$ cat src/hdl/imu_complementary_attitude_macros.svh
// Assertion macros for the attitude estimator.
`ifndef IMU_COMPLEMENTARY_ATTITUDE_MACROS_SVH
`define IMU_COMPLEMENTARY_ATTITUDE_MACROS_SVH
`ifndef ASSERT_OFF
// Property must hold at every clock edge outside reset.
`define IMU_CA_ASSERT(lbl, clk, rst, prop) \
  lbl: assert property (@(posedge clk) disable iff (rst) prop) else $error("imu_ca check failed");
// Condition must never be seen outside reset.
`define IMU_CA_NEVER(lbl, clk, rst, cond) \
  lbl: assert property (@(posedge clk) disable iff (rst) !(cond)) else $error("imu_ca bad condition");
`else
`define IMU_CA_ASSERT(lbl, clk, rst, prop)
`define IMU_CA_NEVER(lbl, clk, rst, cond)
`endif
`endif

$ cat src/hdl/imu_ca_pkg.sv
`default_nettype none
package imu_ca_pkg;

  localparam logic ACT_SAMPLE = 1'b0;
  localparam logic ACT_RESET  = 1'b1;

  localparam logic REG_BLEND = 1'b0;
  localparam logic REG_GAIN  = 1'b1;

  localparam logic [15:0] BLEND_RESET = 16'd64225;
  localparam logic [31:0] GAIN_RESET  = 32'd572220;

  localparam logic [31:0] DT_LIMIT   = 32'd100000;
  localparam logic [16:0] DT_DEFAULT = 17'd5000;

  localparam logic signed [31:0] HALF_PI = 32'sd421657428;

  // rounding divide of the integration product by 16e6 = 2^10 * 15625:
  // q = (((n + 8e6) >> 10) * ceil(2^68 / 15625)) >> 68, exact for 54-bit operands
  localparam logic [63:0] DIV_ROUND = 64'd8000000;
  localparam logic [54:0] DIV_RECIP = 55'd18889465931478581;
  localparam logic [2:0]  DIV_LAST  = 3'd4;

  localparam logic signed [24:0] DEG_MUL = 25'sd15019745;

  // atan(2^-i) in 2^-28 rad
  function automatic logic signed [31:0] atan_tab(input logic [4:0] idx);
    logic signed [31:0] v;
    case (idx)
      5'd0:  v = 32'sd210828714;
      5'd1:  v = 32'sd124459457;
      5'd2:  v = 32'sd65760959;
      5'd3:  v = 32'sd33381290;
      5'd4:  v = 32'sd16755422;
      5'd5:  v = 32'sd8385879;
      5'd6:  v = 32'sd4193963;
      5'd7:  v = 32'sd2097109;
      5'd8:  v = 32'sd1048571;
      5'd9:  v = 32'sd524287;
      5'd29: v = 32'sd1;
      5'd30: v = 32'sd0;
      5'd31: v = 32'sd0;
      default: v = 32'sd1 <<< (5'd28 - idx);
    endcase
    return v;
  endfunction

endpackage
`default_nettype wire

$ cat src/hdl/imu_ca_mul.sv
`default_nettype none
// Shared signed multiplier, product registered.
module imu_ca_mul import imu_ca_pkg::*; (
  input  wire logic               clk,
  input  wire logic signed [48:0] op_a,
  input  wire logic signed [24:0] op_b,
  output logic signed [73:0]      prod
);

  always_ff @(posedge clk) begin
    prod <= op_a * op_b;
  end

endmodule
`default_nettype wire

$ cat config.mk
export PLATFORM = sky130hd
export DESIGN_NAME = imu_ca_mul
export DESIGN_NICKNAME = d
export VERILOG_FILES = /design/src/hdl/imu_complementary_attitude_macros.svh /design/src/hdl/imu_ca_pkg.sv /design/src/hdl/imu_ca_mul.sv
export SDC_FILE = /design/constraint.sdc
export NUM_CORES = 2
export LEC_CHECK = 0
export BUFFER_PORTS_ARGS = -buffer_cell sky130_fd_sc_hd__buf_2
export CORE_UTILIZATION = 65
export DETAILED_ROUTE_END_ITERATION = 8
export PLACE_DENSITY_LB_ADDON = 0.08
export SLEW_MARGIN = 15
export SYNTH_ARGS = -nofsm -noshare
export SYNTH_HDL_FRONTEND = slang
export SYNTH_SLANG_ARGS = --single-unit
$ cat constraint.sdc
create_clock -name clk -period 22.6 [get_ports clk]
set_input_delay 3.39 -clock clk [delete_from_list [all_inputs] [get_ports clk]]
set_output_delay 3.39 -clock clk [all_outputs]
set_load 0.05 [all_outputs]
==> reports/metrics.cfg <==
[clocking]
cts_root_buffer = clkbuf_16
clockBufferDepth = 2
htree_num_levels = 3
cts_resized = 0
cts_sinks = 74
cts_tree = done
cts_setup_buffers = 0
cts_hold_buffers = 0
cts_inserted_buffers = 9
clkTransAtPathRegs_ns = 0.09

[timing]
hold_viol = 0
worst_pin_slew_ns = 1.02
fin_crit_sh = 0.507
drv_slew = 0
fmax_mhz = 87.3
setup_slack_ns = 11.15
rsz0062_at_grt = no
min_period_ns = 11.45
setup_violations = 0
maxSlewHeadroom = 0.315
setup_tns_ns = 0

[critical_path]
critical-path-top-delay-family = adder cells
cpPeakStageDelay_ns = 0.73
crit_slowest_cell = nor3_2
critPathBufInv = 7
worstSetupPathType = in -> reg
critPathCaptureType = flop
start_kind = input pin
cp_data_required_time_ns = 22.93
cp_max_fo = 49
arrival_ns = 11.78
worst_path_most_repeated_cell = fa_1

[yosys]
yosysTopAreaCell = fa_1
synthAdderAreaFrac = 0.627
synth_top_family_by_area = adder cells
ys_ff_latch = 74
synth_fp_nets = 6057
synth_xor_area_frac = 0.0163
yosys.area.top_type_share = 0.572
synth_flop_cell = dfxtp_1
synth_top_cells_by_count = fa_1, inv_1, nand2_1
synth-edff-count = 0
syn_avg_cell_area_um2 = 9.25
synth_cell_types = 68
yosys_warnings = 0
yosysMostFrequentCell = fa_1
synth.area.top_cells = fa_1, inv_1, and2_1, nand2_1, ha_1
synth-simple-area-share = 0.160
synth.cell_area_um2 = 42400
yosysSeqAreaShare = 0.0350
postSynth.asyncResetShare = 0
synth_mux_area_frac = 0.000768
synth_cells = 4583
synth_compound_area_frac = 0.0358

[layout]
largest_register_ffs = 74
drive_gt1_frac = 0.0461
top_regs = prod x74
fin_nets = 6006
syn_to_final_growth_pct = 3.40
regMostFlops = prod

[job]
cap_violations = 0

[global_routing]
antenna_found_initial = 5
grt_first_pass_wirelength_um = 181000
grt_max_degree = 51
grt_pass1_vias = 33555
grt_util_all_layers = 0.358
gr-total-overflow = 0

[floorplan]
io_pins = 149
start_util = 0.657
fp.dieW_um = 257
core_area_um2 = 64500
rows = 93
dieHeight_um = 257
dieArea_um2 = 66200

[run_status]
status = completed

[detailed_routing]
drt-initial-drc-count = 2225
drc = 0
first_pass_iters = 5
vias = 30329
drt_wl_total_um = 110000
postRouteAntennaNets = 0
routed_via_density = 5.62
wire_per_inst_um = 20.4

[placement]
post-place-ws_ns = 10.82
dpl.hpwl_um = 85800
portBuffers = 148
routabilityCongestion = 0.961

[hold_path]
hold_path.class = in -> reg

[final timing paths]
kind | slack (ns) | start | cells after the start | end
worst max-delay path | 11.15 | op_b[4] | 26 | prod[66]
worst min-delay path | 3.61 | op_a[0] | 2 | prod[0]
[placed cells by master, fill, tap and decap left out, drive strengths merged, types with 6 or more instances in the layout]
cell type | synthesis | routed
ha | 189 | 189
o21bai | 21 | 21
nor2 | 37 | 37
xnor2 | 62 | 62
a211oi | 12 | 12
nor3 | 19 | 19
nand4 | 15 | 15
nand2 | 735 | 735
fa | 1210 | 1210
xor2 | 17 | 17
o21ai | 37 | 37
buf | 1 | 177
nand2b | 11 | 11
o21a | 9 | 9
and2 | 483 | 483
a21o | 16 | 16
clkbuf | 238 | 9
nand3 | 17 | 17
inv | 1163 | 1167
dfxtp | 74 | 74
a21oi | 88 | 88
or3 | 6 | 6
and3 | 10 | 10
nor2b | 51 | 51
[final cells by class]
cell class                 count  area (um2)
timing repair buffer         177         958
clock buffer                   9         225
clock inverter                 7        82.6
inverter                    1163        4370
multi-input combinational   3107       35600
fill                        5311       20600
tap                          855        1070
antenna                        2        5.00
sequential                    74        1480
[cells by family after synthesis]
kind of cell / after synthesis
AO/OA/AOI/OAI: 228
buffers and inverters: 1402
adder cells (fa/ha/maj): 1399
flip-flops: 74
multiplexers: 3
XOR/XNOR: 79
AND/OR/NAND/NOR: 1398
[per-layer routing]
metal	part of all wire	vias to the layer above	global-route usage
met5	0.00026	-	0
met4	0.040	4	0.139
met3	0.081	298	0.0538
met2	0.50	1391	0.605
met1	0.38	15748	0.468
li1	-	12888	-
[through the flow]
stage / hold WS, ns / instance area [um2] / util / std cells
after floorplan: 3.52 / 42400 / - / 4583
after global placement: 3.86 / 43500 / 0.675 / 5376
after detailed placement: 3.86 / 43500 / 0.675 / 5376
after CTS: 3.58 / 43800 / 0.680 / 5392
after global routing: 3.60 / 43800 / 0.680 / 5392
final: 3.61 / 43800 / 0.680 / 5394
Power is left out: the tool's default activity adds up to more than one toggle a clock period on the data nets, which glitch-free logic cannot reach.
