### config.mk
export PLATFORM = sky130hd
export DESIGN_NAME = imu_ca_isqrt
export DESIGN_NICKNAME = d
export VERILOG_FILES = /design/src/hdl/imu_complementary_attitude_macros.svh /design/src/hdl/imu_ca_pkg.sv /design/src/hdl/imu_ca_isqrt.sv
export SDC_FILE = /design/constraint.sdc
export NUM_CORES = 1
export LEC_CHECK = 0
export BUFFER_PORTS_ARGS = -buffer_cell sky130_fd_sc_hd__buf_4
export CAP_MARGIN = 0
export CORE_MARGIN = 2
export CORE_UTILIZATION = 60
export DETAILED_ROUTE_END_ITERATION = 7
export GPL_TIMING_DRIVEN = 0
export PLACE_DENSITY = 0.89
export SETUP_SLACK_MARGIN = 0.5
export SLEW_MARGIN = 15
export SYNTH_ARGS = -nofsm -noshare
export SYNTH_HDL_FRONTEND = slang
export SYNTH_SLANG_ARGS = --single-unit
### constraint.sdc
create_clock -name clk -period 9.68 [get_ports clk]
set_input_delay 0.968 -clock clk [delete_from_list [all_inputs] [get_ports clk]]
set_output_delay 0.968 -clock clk [all_outputs]
set_load 0.01 [all_outputs]
### src/hdl/imu_complementary_attitude_macros.svh
// Assertion macros for the attitude estimator.
`ifndef IMU_COMPLEMENTARY_ATTITUDE_MACROS_SVH
`define IMU_COMPLEMENTARY_ATTITUDE_MACROS_SVH
`ifndef ASSERT_OFF
// Property must hold at every clock edge outside reset.
`define IMU_CA_ASSERT(lbl, clk, rst, prop) \
  lbl: assert property (@(posedge clk) disable iff (rst) prop) else $error("imu_ca check failed");
// Condition must never be seen outside reset.
`define IMU_CA_NEVER(lbl, clk, rst, cond) \
  lbl: assert property (@(posedge clk) disable iff (rst) !(cond)) else $error("imu_ca bad condition");
`else
`define IMU_CA_ASSERT(lbl, clk, rst, prop)
`define IMU_CA_NEVER(lbl, clk, rst, cond)
`endif
`endif

### src/hdl/imu_ca_pkg.sv
`default_nettype none
package imu_ca_pkg;

  localparam logic ACT_SAMPLE = 1'b0;
  localparam logic ACT_RESET  = 1'b1;

  localparam logic REG_BLEND = 1'b0;
  localparam logic REG_GAIN  = 1'b1;

  localparam logic [15:0] BLEND_RESET = 16'd64225;
  localparam logic [31:0] GAIN_RESET  = 32'd572220;

  localparam logic [31:0] DT_LIMIT   = 32'd100000;
  localparam logic [16:0] DT_DEFAULT = 17'd5000;

  localparam logic signed [31:0] HALF_PI = 32'sd421657428;

  // rounding divide of the integration product by 16e6 = 2^10 * 15625:
  // q = (((n + 8e6) >> 10) * ceil(2^68 / 15625)) >> 68, exact for 54-bit operands
  localparam logic [63:0] DIV_ROUND = 64'd8000000;
  localparam logic [54:0] DIV_RECIP = 55'd18889465931478581;
  localparam logic [2:0]  DIV_LAST  = 3'd4;

  localparam logic signed [24:0] DEG_MUL = 25'sd15019745;

  // atan(2^-i) in 2^-28 rad
  function automatic logic signed [31:0] atan_tab(input logic [4:0] idx);
    logic signed [31:0] v;
    case (idx)
      5'd0:  v = 32'sd210828714;
      5'd1:  v = 32'sd124459457;
      5'd2:  v = 32'sd65760959;
      5'd3:  v = 32'sd33381290;
      5'd4:  v = 32'sd16755422;
      5'd5:  v = 32'sd8385879;
      5'd6:  v = 32'sd4193963;
      5'd7:  v = 32'sd2097109;
      5'd8:  v = 32'sd1048571;
      5'd9:  v = 32'sd524287;
      5'd29: v = 32'sd1;
      5'd30: v = 32'sd0;
      5'd31: v = 32'sd0;
      default: v = 32'sd1 <<< (5'd28 - idx);
    endcase
    return v;
  endfunction

endpackage
`default_nettype wire

### src/hdl/imu_ca_isqrt.sv
`default_nettype none
// Integer square root, one result bit per cycle.
module imu_ca_isqrt import imu_ca_pkg::*; (
  input  wire logic        clk,
  input  wire logic        rst,
  input  wire logic        start,
  input  wire logic [47:0] num,
  output logic             done,
  output logic [23:0]      root
);

  logic        busy;
  logic [4:0]  cnt;
  logic [47:0] rem;
  logic [47:0] r;
  logic [5:0]  sh;
  logic [47:0] bitv;
  logic [47:0] t;

  assign sh   = 6'd46 - {cnt, 1'b0};
  assign bitv = 48'd1 << sh;
  assign t    = r + bitv;
  assign root = r[23:0];

  always_ff @(posedge clk) begin
    if (rst) begin
      busy <= 1'b0;
      done <= 1'b0;
      cnt  <= '0;
    end else begin
      done <= 1'b0;
      if (start) begin
        rem  <= num;
        r    <= '0;
        cnt  <= '0;
        busy <= 1'b1;
      end else if (busy) begin
        if (rem >= t) begin
          rem <= rem - t;
          r   <= (r >> 1) + bitv;
        end else begin
          r <= r >> 1;
        end
        cnt <= cnt + 5'd1;
        if (cnt == 5'd23) begin
          busy <= 1'b0;
          done <= 1'b1;
        end
      end
    end
  end

endmodule
`default_nettype wire

==> flow_metrics.tcl <==
set metrics [dict create \
    synth_top_family_by_area "compound AO/OA/AOI/OAI gates" \
    yosysSeqAreaShare_pct 27.4 \
    top_usage_layer "met2" \
    yosys_warnings 0 \
    synth-simple-area-share_pct 19.3 \
    fin_crit_ns 7.59 \
    post_drt_via_cell_ratio 6.57 \
    synthCells 1344 \
    slew_violations 0 \
    synth_xor_area_share_pct 10.1 \
    grt_max_degree 27 \
    grt_use_met3_pct 4.78 \
    setup_viol 0 \
    synth_cell_types 81 \
    drc 0 \
    syn_to_final_growth_pct 11.2 \
    slowest_delay_ns 0.63 \
    cts_tree "done" \
    hold_slack_ns 0.598 \
    cts_setup_buffers 0 \
    globalplace.congestion 1.00 \
    core_area_sq_mm 0.0180 \
    ir_drop_v 0.0000859 \
    cp_common_cell "ha_1" \
    grt_first_pass_wirelength_mm 51.6 \
    cp_top_family "compound AO/OA/AOI/OAI gates" \
    first_iter_violations 1284 \
    path_class "reg2reg" \
    avgRoutedWirePerCell_microns 19.6 \
    syn_nets 1496 \
    diodes 0 \
    max_freq_mhz 132 \
    synth-compound-area-share_pct 25.3 \
    die_w_microns 140 \
    synthTopCellsByArea "edfxtp_1, ha_1, nor2_1" \
    status "completed" \
    first_pass_iters 8 \
    crit_arrival_ns 7.72 \
    syn_avg_cell_area_sq_um 8.22 \
    clockBufferDepth 2 \
    vias 10900 \
    yosysMostFrequentCell "nor2_1" \
    p_leak_nw 4.81 \
    hold_path.class "reg2reg" \
    synthMuxAreaShare_pct 1.26 \
    wl_mm 32.7 \
    critPathLaunchType "flop" \
    grt.overflow.total 0 \
    numPortBuffers 75 \
    use_met2_pct 51.7 \
    cap_violations 0 \
    start_util_pct 61.3 \
    root_buffer "clkbuf_16" \
    cts_sinks 103 \
    top_level_ports 76 \
    fp.dieH_microns 140 \
    synth_top_area_cell "edfxtp_1" \
    die_area_sq_mm 0.0195 \
    cts_repair_resize_count 0 \
    synth_edf_count 96 \
    tightestPinTransition_ns 1.05 \
    netlist.area_leader.share_pct 26.1 \
    dp_hpwl_mm 25.1 \
    insertion_delay_ns 0.38 \
    slew_headroom_pct 29.7 \
    cts-hold-fix-buffers 0 \
    fin_cells 1667 \
    grt_pass1_vias 9912 \
    numCtsBuffers 9 \
    num_rows 49 \
    synth_seq_cells 103 \
    nets 1585 \
    use_met1_pct 46.1 \
    dp.cells 1651 \
    grt_usage_pct 32.8 \
    power.density_mw_per_mm2 137 \
    cts_htree_levels 3 \
    async_reset_ff_share_pct 0 \
    fin_crit_sh_pct 78.4 \
    rrSetupSlack_ns 2.09 \
    rsz0062_at_grt "no" \
    total_power_mw 1.68 \
    path_clk_slew_ns 0.08 \
    crit_path_max_fanout 20 \
    dpl-instance-area_sq_mm 0.0120 \
    ys.flop_type "edfxtp_1" \
    antenna_found_initial 0 \
    final-hold-violation-count 0 \
    cpMaxStageDelayCell "o32ai_1" \
    drive_gt1_share_pct 11.7 \
    worstSetupEndpointType "flop" \
    synth_adder_area_share_pct 11.9 \
    post-route-cell-area_sq_mm 0.0123 \
    clock_skew_ns 0.0110 \
    synthTopCellsByCount "nor2_1, nand2_1, o21ai_0" \
    required_ns 9.81 \
    synth_area_sq_mm 0.0111 \
    antenna_left 0 \
    cp_num_buf_inv 6 \
]
==> per-stage QoR <==
| step | worst slack (ns) | setup TNS, ns | util (%) |
|---|---|---|---|
| 2_1_floorplan | 0.982 | 0 | - |
| 3_3_place_gp | -2.21 | -105.79 | 66.0 |
| 3_5_place_dp | 2.35 | 0 | 66.5 |
| 4_1_cts | 2.33 | 0 | 68.2 |
| 5_1_grt | 1.77 | 0 | 68.2 |
| 6_report | 2.09 | 0 | 68.2 |
==> sequential cells by signal, summed over array words and instances, names as in the netlist <==
name / cells
busy: 1
cnt: 5
done: 1
r: 48
rem: 48
==> worst reg2reg max path: stages, from the launching register on <==
cell	delay, ns
dfxtp_1	0.44
ha_1	0.27
ha_1	0.19
inv_1	0.09
nor2_1	0.23
ha_1	0.22
ha_1	0.20
maj3_2	0.22
a31oi_1	0.13
maj3_2	0.38
o31a_2	0.35
o21a_1	0.23
o21ai_1	0.26
nand2_1	0.14
a311oi_1	0.45
ha_1	0.31
clkbuf_1	0.23
and2_1	0.25
nand4_1	0.17
nor2_1	0.10
and3_1	0.17
a22o_1	0.20
o32ai_1	0.63
buf_2	0.42
buf_2	0.37
a21boi_4	0.23
buf_16	0.27
buf_16	0.18
==> layer usage <==
layer / vias to the layer above / wire, microns / share of wire [%]
li1: 5133 / - / -
met1: 5031 / 13800 / 42
met2: 678 / 14200 / 43
met3: 104 / 3390 / 10
met4: 0 / 1330 / 4.1
met5: - / 0 / 0
==> cell type report <==
class | count | area (sq um)
Buffer | 79 | 405
Timing Repair Buffer | 78 | 638
Clock inverter | 7 | 66.3
Tap cell | 229 | 287
Inverter | 34 | 128
Multi-Input combinational cell | 1128 | 7510
Clock buffer | 9 | 225
Sequential cell | 103 | 3020
Fill cell | 1474 | 5740
==> final timing paths <==
path / from / endpoint / depth (start not counted)
max: cnt[0] / rem[12] / 27
min: cnt[1] / cnt[1] / 2
max reg2reg: cnt[0] / rem[12] / 27
min reg2reg: cnt[1] / cnt[1] / 2
==> logic make-up after synthesis <==
logic type,after synthesis
compound gates,424
xor+xnor,127
fa+ha+maj,105
buf+inv,113
flops,103
mux,12
simple gates,460
==> cell usage in the layout, fill, tap and decap left out, types with 11 or more instances in the layout <==
master / n
inv_1: 34
xnor2_1: 64
nor2_1: 152
nand2_1: 137
edfxtp_1: 96
a31oi_1: 34
o21a_1: 15
and2_1: 20
a21o_1: 44
a21oi_1: 77
o21bai_1: 18
o211ai_1: 11
nor2b_1: 12
clkbuf_1: 47
nand4_1: 31
a211oi_1: 29
xor2_1: 63
nand3_1: 28
o21ai_0: 113
ha_1: 100
buf_4: 100
nor3_1: 21
and3_1: 14
==> power breakdown <==
| part | leakage [nW] | switching, mW | internal, mW |
|---|---|---|---|
| Clock | 0.138 | 0.202 | 0.181 |
| Combinational | 3.69 | 0.425 | 0.279 |
| Sequential | 0.977 | 0.0433 | 0.553 |
No activity file was read; power rests on OpenSTA's default activity.
