[config.mk]
export PLATFORM = sky130hd
export DESIGN_NAME = imu_ca_div
export DESIGN_NICKNAME = d
export VERILOG_FILES = /design/src/hdl/imu_complementary_attitude_macros.svh /design/src/hdl/imu_ca_pkg.sv /design/src/hdl/imu_ca_div.sv
export SDC_FILE = /design/constraint.sdc
export NUM_CORES = 2
export LEC_CHECK = 0
export ABC_CLOCK_PERIOD_IN_PS = 9500
export CORE_MARGIN = 2
export CORE_UTILIZATION = 55
export DETAILED_ROUTE_END_ITERATION = 6
export DONT_BUFFER_PORTS = 1
export PLACE_DENSITY_LB_ADDON = 0.3
export SLEW_MARGIN = 20
export SYNTH_ARGS = -nofsm -noshare
export SYNTH_HDL_FRONTEND = slang
export SYNTH_SLANG_ARGS = --single-unit
[constraint.sdc]
create_clock -name clk -period 9.5 [get_ports clk]
set_input_delay 1.425 -clock clk [delete_from_list [all_inputs] [get_ports clk]]
set_output_delay 1.425 -clock clk [all_outputs]
set_load 0.1 [all_outputs]
[src/hdl/imu_complementary_attitude_macros.svh]
// Assertion macros for the attitude estimator.
`ifndef IMU_COMPLEMENTARY_ATTITUDE_MACROS_SVH
`define IMU_COMPLEMENTARY_ATTITUDE_MACROS_SVH
`ifndef ASSERT_OFF
// Property must hold at every clock edge outside reset.
`define IMU_CA_ASSERT(lbl, clk, rst, prop) \
  lbl: assert property (@(posedge clk) disable iff (rst) prop) else $error("imu_ca check failed");
// Condition must never be seen outside reset.
`define IMU_CA_NEVER(lbl, clk, rst, cond) \
  lbl: assert property (@(posedge clk) disable iff (rst) !(cond)) else $error("imu_ca bad condition");
`else
`define IMU_CA_ASSERT(lbl, clk, rst, prop)
`define IMU_CA_NEVER(lbl, clk, rst, cond)
`endif
`endif

[src/hdl/imu_ca_pkg.sv]
`default_nettype none
package imu_ca_pkg;

  localparam logic ACT_SAMPLE = 1'b0;
  localparam logic ACT_RESET  = 1'b1;

  localparam logic REG_BLEND = 1'b0;
  localparam logic REG_GAIN  = 1'b1;

  localparam logic [15:0] BLEND_RESET = 16'd64225;
  localparam logic [31:0] GAIN_RESET  = 32'd572220;

  localparam logic [31:0] DT_LIMIT   = 32'd100000;
  localparam logic [16:0] DT_DEFAULT = 17'd5000;

  localparam logic signed [31:0] HALF_PI = 32'sd421657428;

  // rounding divide of the integration product by 16e6 = 2^10 * 15625:
  // q = (((n + 8e6) >> 10) * ceil(2^68 / 15625)) >> 68, exact for 54-bit operands
  localparam logic [63:0] DIV_ROUND = 64'd8000000;
  localparam logic [54:0] DIV_RECIP = 55'd18889465931478581;
  localparam logic [2:0]  DIV_LAST  = 3'd4;

  localparam logic signed [24:0] DEG_MUL = 25'sd15019745;

  // atan(2^-i) in 2^-28 rad
  function automatic logic signed [31:0] atan_tab(input logic [4:0] idx);
    logic signed [31:0] v;
    case (idx)
      5'd0:  v = 32'sd210828714;
      5'd1:  v = 32'sd124459457;
      5'd2:  v = 32'sd65760959;
      5'd3:  v = 32'sd33381290;
      5'd4:  v = 32'sd16755422;
      5'd5:  v = 32'sd8385879;
      5'd6:  v = 32'sd4193963;
      5'd7:  v = 32'sd2097109;
      5'd8:  v = 32'sd1048571;
      5'd9:  v = 32'sd524287;
      5'd29: v = 32'sd1;
      5'd30: v = 32'sd0;
      5'd31: v = 32'sd0;
      default: v = 32'sd1 <<< (5'd28 - idx);
    endcase
    return v;
  endfunction

endpackage
`default_nettype wire

[src/hdl/imu_ca_div.sv]
`default_nettype none
// Divide by 16e6 with round-half-up: reciprocal multiply, four 27x28 partial
// products summed in turn, done pulsed when the sum is complete.
module imu_ca_div import imu_ca_pkg::*; (
  input  wire logic        clk,
  input  wire logic        rst,
  input  wire logic        start,
  input  wire logic [63:0] num,
  output logic             done,
  output logic [40:0]      quot
);

  logic         busy;
  logic [2:0]   cnt;
  logic [63:0]  rnd;
  logic [53:0]  m2;
  logic [26:0]  a_sel;
  logic [27:0]  b_sel;
  logic [6:0]   sh_sel;
  logic [54:0]  pp;
  logic [6:0]   pp_sh;
  logic [108:0] acc;

  assign rnd  = num + DIV_ROUND;
  assign quot = acc[108:68];

  // partial product select: low/high halves of m2 and of the reciprocal
  always_comb begin
    case (cnt)
      3'd0: begin
        a_sel  = m2[26:0];
        b_sel  = DIV_RECIP[27:0];
        sh_sel = 7'd0;
      end
      3'd1: begin
        a_sel  = m2[26:0];
        b_sel  = {1'b0, DIV_RECIP[54:28]};
        sh_sel = 7'd28;
      end
      3'd2: begin
        a_sel  = m2[53:27];
        b_sel  = DIV_RECIP[27:0];
        sh_sel = 7'd27;
      end
      default: begin
        a_sel  = m2[53:27];
        b_sel  = {1'b0, DIV_RECIP[54:28]};
        sh_sel = 7'd55;
      end
    endcase
  end

  always_ff @(posedge clk) begin
    if (rst) begin
      busy <= 1'b0;
      done <= 1'b0;
      cnt  <= '0;
    end else begin
      done <= 1'b0;
      if (start) begin
        m2   <= rnd[63:10];
        acc  <= '0;
        cnt  <= '0;
        busy <= 1'b1;
      end else if (busy) begin
        pp    <= 55'(a_sel) * 55'(b_sel);
        pp_sh <= sh_sel;
        // product registered in pp, then accumulated into acc
        if (cnt != 3'd0) begin
          acc <= acc + (109'(pp) << pp_sh);
        end
        cnt <= cnt + 3'd1;
        if (cnt == DIV_LAST) begin
          busy <= 1'b0;
          done <= 1'b1;
        end
      end
    end
  end

endmodule
`default_nettype wire

==> impl_metrics.json <==
{
  "fp.dieW_um": 264,
  "yosys.area.top_type": "fa_1",
  "ys_async_sr_fraction_pct": 0,
  "reg2regPathDepth": 28,
  "r2r_start": "cnt[0]$_SDFFE_PP0P_",
  "synth_top_area_share_pct": 24.9,
  "area_delta_synth_final_pct": 4.01,
  "cts_tree": "yes",
  "synth_edf_count": 223,
  "synth_ff_type": "edfxtp_1",
  "place_hpwl_um": 85500,
  "ys_types": 94,
  "cts_hold_buf": 0,
  "ios": 109,
  "period_minus_slack_ns": 8.94,
  "cp-end-kind": "register",
  "rows": 95,
  "cp-start-kind": "register",
  "root_buffer": "clkbuf_16",
  "required_ns": 9.87,
  "yosys_register_bits": 228,
  "top_layer": "met4",
  "critical_path_class": "register to register",
  "wl_per_cell_um": 20.7,
  "grt_overflow": 0,
  "routed_wl_um": 100000,
  "layout-drive-gt1-share_pct": 5.19,
  "wl_met3_um": 5580,
  "max_slew_margin_pct": 29.8,
  "initial_utilization_pct": 55.4,
  "die-area_mm2": 0.0698,
  "min_path_type": "register to register",
  "cts.sinks": 228,
  "hp-start": "cnt[2]$_SDFFE_PP0P_",
  "place_ws_ns": 0.529,
  "fillers": 5969,
  "track_usage_pct": 28.8,
  "antenna_found_initial": 0,
  "drtAntennaViolNets": 0,
  "worstHoldEndpoint": "done$_SDFF_PP0_",
  "die_y_um": 264,
  "maxCapViolations": 0,
  "outcome": "completed",
  "critPathMaxStageDelay_ns": 0.59,
  "synth.most_common_cell": "inv_1",
  "setup_viol": 0,
  "synth_area_mm2": 0.0372,
  "reg2reg_slack_ns": 0.56,
  "skew_ns": 0.0497,
  "finalHoldViolCount": 0,
  "grt_max_degree": 125,
  "setup_slack_ns": 0.560,
  "routed-via-count": 27800,
  "met2_length_um": 48600,
  "synth_cells": 4055,
  "hold_path_depth": 1,
  "clkTransAtPathRegs_ns": 0.06,
  "clockBufferDepth": 3,
  "cts_made_buffers": 28,
  "slew_viol_final": 0,
  "avgSynthCellArea_um2": 9.18,
  "avgViaCountPerCell": 5.75,
  "post_cts_resize_count": 0,
  "wl_met1_um": 40800,
  "grt_pass1_wl_um": 157000,
  "insertion_delay_ns": 0.63,
  "cts_setup_buffers": 0,
  "drc": 0,
  "crit_path_top_delay_cell": "fa_1",
  "fin_crit_sh_pct": 94.1,
  "ys_seq_area_share_pct": 18.3,
  "yosys_warnings": 0,
  "grt_setup_unrepaired": "no",
  "regArea_mm2": 0.00680,
  "yosys-top-cells-count": "717 x inv_1, 464 x fa_1, 387 x ha_1",
  "r2r-end": "pp[48]$_DFFE_PP_",
  "fp.coreArea_mm2": 0.0672,
  "crit_fanout": 14,
  "routabilityCongestion": 0.984,
  "multi_input_area_mm2": 0.0270,
  "tightestPinTransition_ns": 1.05,
  "finalNetCount": 4866,
  "port_buffers": 0,
  "cp_common_cell": "fa_1",
  "fmax_mhz": 112,
  "synth_area_leaders": "fa_1 25%, edfxtp_1 18%, ha_1 13%",
  "drt_iter0_drc": 1980,
  "drtPass1Iterations": 6,
  "critPathArrivalTime_ns": 9.31,
  "fin_setup_tns_ns": 0,
  "htreeDepth": 1,
  "grt_pass1_vias": 28800,
  "cp-startpoint": "cnt[0]$_SDFFE_PP0P_",
  "diodes": 0
}
## registers in the layout (all words and copies together), names as in the netlist
register  count
m2           54
acc         109
busy          1
cnt           3
pp_sh         5
done          1
pp           55
## cell usage in the layout (no fill, tap or decap), types with 18 or more instances in the layout
| master | netlist | routed |
|---|---|---|
| inv_1 | 717 | 717 |
| fa_1 | 464 | 464 |
| ha_1 | 387 | 387 |
| nor2_1 | 335 | 333 |
| nand2_1 | 305 | 305 |
| a21oi_1 | 249 | 249 |
| edfxtp_1 | 223 | 223 |
| o21ai_0 | 156 | 155 |
| xnor2_1 | 123 | 123 |
| a21o_1 | 84 | 84 |
| xor2_1 | 80 | 80 |
| mux2i_1 | 74 | 72 |
| nand3_1 | 64 | 64 |
| mux2_2 | 53 | 53 |
| nand4_1 | 53 | 53 |
| o21bai_1 | 40 | 40 |
| nor3_1 | 37 | 37 |
| nor2b_1 | 35 | 34 |
| a31oi_1 | 30 | 30 |
| o22ai_1 | 29 | 29 |
| and3_1 | 28 | 28 |
| clkbuf_16 | 0 | 28 |
| buf_4 | 41 | 28 |
| conb_1 | 2 | 27 |
| and2_1 | 23 | 23 |
| nand2b_1 | 22 | 22 |
| mux4_2 | 19 | 19 |
| o21a_1 | 18 | 18 |
## cell type report
class	count	area share, %
timing repair buffer	30	0.646
sequential	228	17.5
multi-input combinational	2941	69.7
tap	873	2.82
inverter	719	6.97
clock buffer	30	1.83
clock inverter	19	0.478
## stage by stage
stage	instances	instance area [µm²]	hold WS (ns)	util, %
finish	4840	38700	0.571	57.7
global route	4840	38700	0.595	57.7
floorplan	4080	37300	0.508	-
CTS	4840	38700	0.575	57.7
detailed placement	4791	37800	0.557	56.3
global placement	4790	37800	0.545	56.3
## metal layers
metal / vias to the layer above / track usage (%)
met2: 886 / 50.0
met3: 220 / 3.50
met5: - / 0
li1: 13200 / -
met4: 0 / 12.2
met1: 13500 / 36.5
## how the worst max path moves through the flow
stage	end	slack [ns]
global placement	pp[54]$_DFFE_PP_	0.61
global route	pp[48]$_DFFE_PP_	0.05
floorplan	pp[54]$_DFFE_PP_	0.73
detailed placement	pp[54]$_DFFE_PP_	0.53
finish	pp[48]$_DFFE_PP_	0.56
CTS	pp[54]$_DFFE_PP_	0.54
## critical path: cells and delay by family, from the launching register on
kind | cells | cell delay, ns
fa+ha+maj | 9 | 4.14
compound gates | 10 | 2.35
buf+inv | 6 | 0.94
mux | 1 | 0.47
flops | 1 | 0.39
simple gates | 1 | 0.25
xor+xnor | 1 | 0.14
## logic make-up (layout without fill, tap and decap cells)
logic type | count (synthesis) | in the layout | synth area share (%)
AO/OA/AOI/OAI | 743 | 743 | 12.8
XOR/XNOR | 203 | 203 | 4.77
adder cells (fa/ha/maj) | 851 | 851 | 37.9
buffers and inverters | 911 | 798 | 9.61
flip-flops | 228 | 228 | 18.3
multiplexers | 150 | 150 | 4.86
other | 2 | 27 | 0.0202
AND/OR/NAND/NOR | 967 | 967 | 11.8
Power is left out: the tool's default activity adds up to more than one toggle a clock period on the data nets, which glitch-free logic cannot reach.
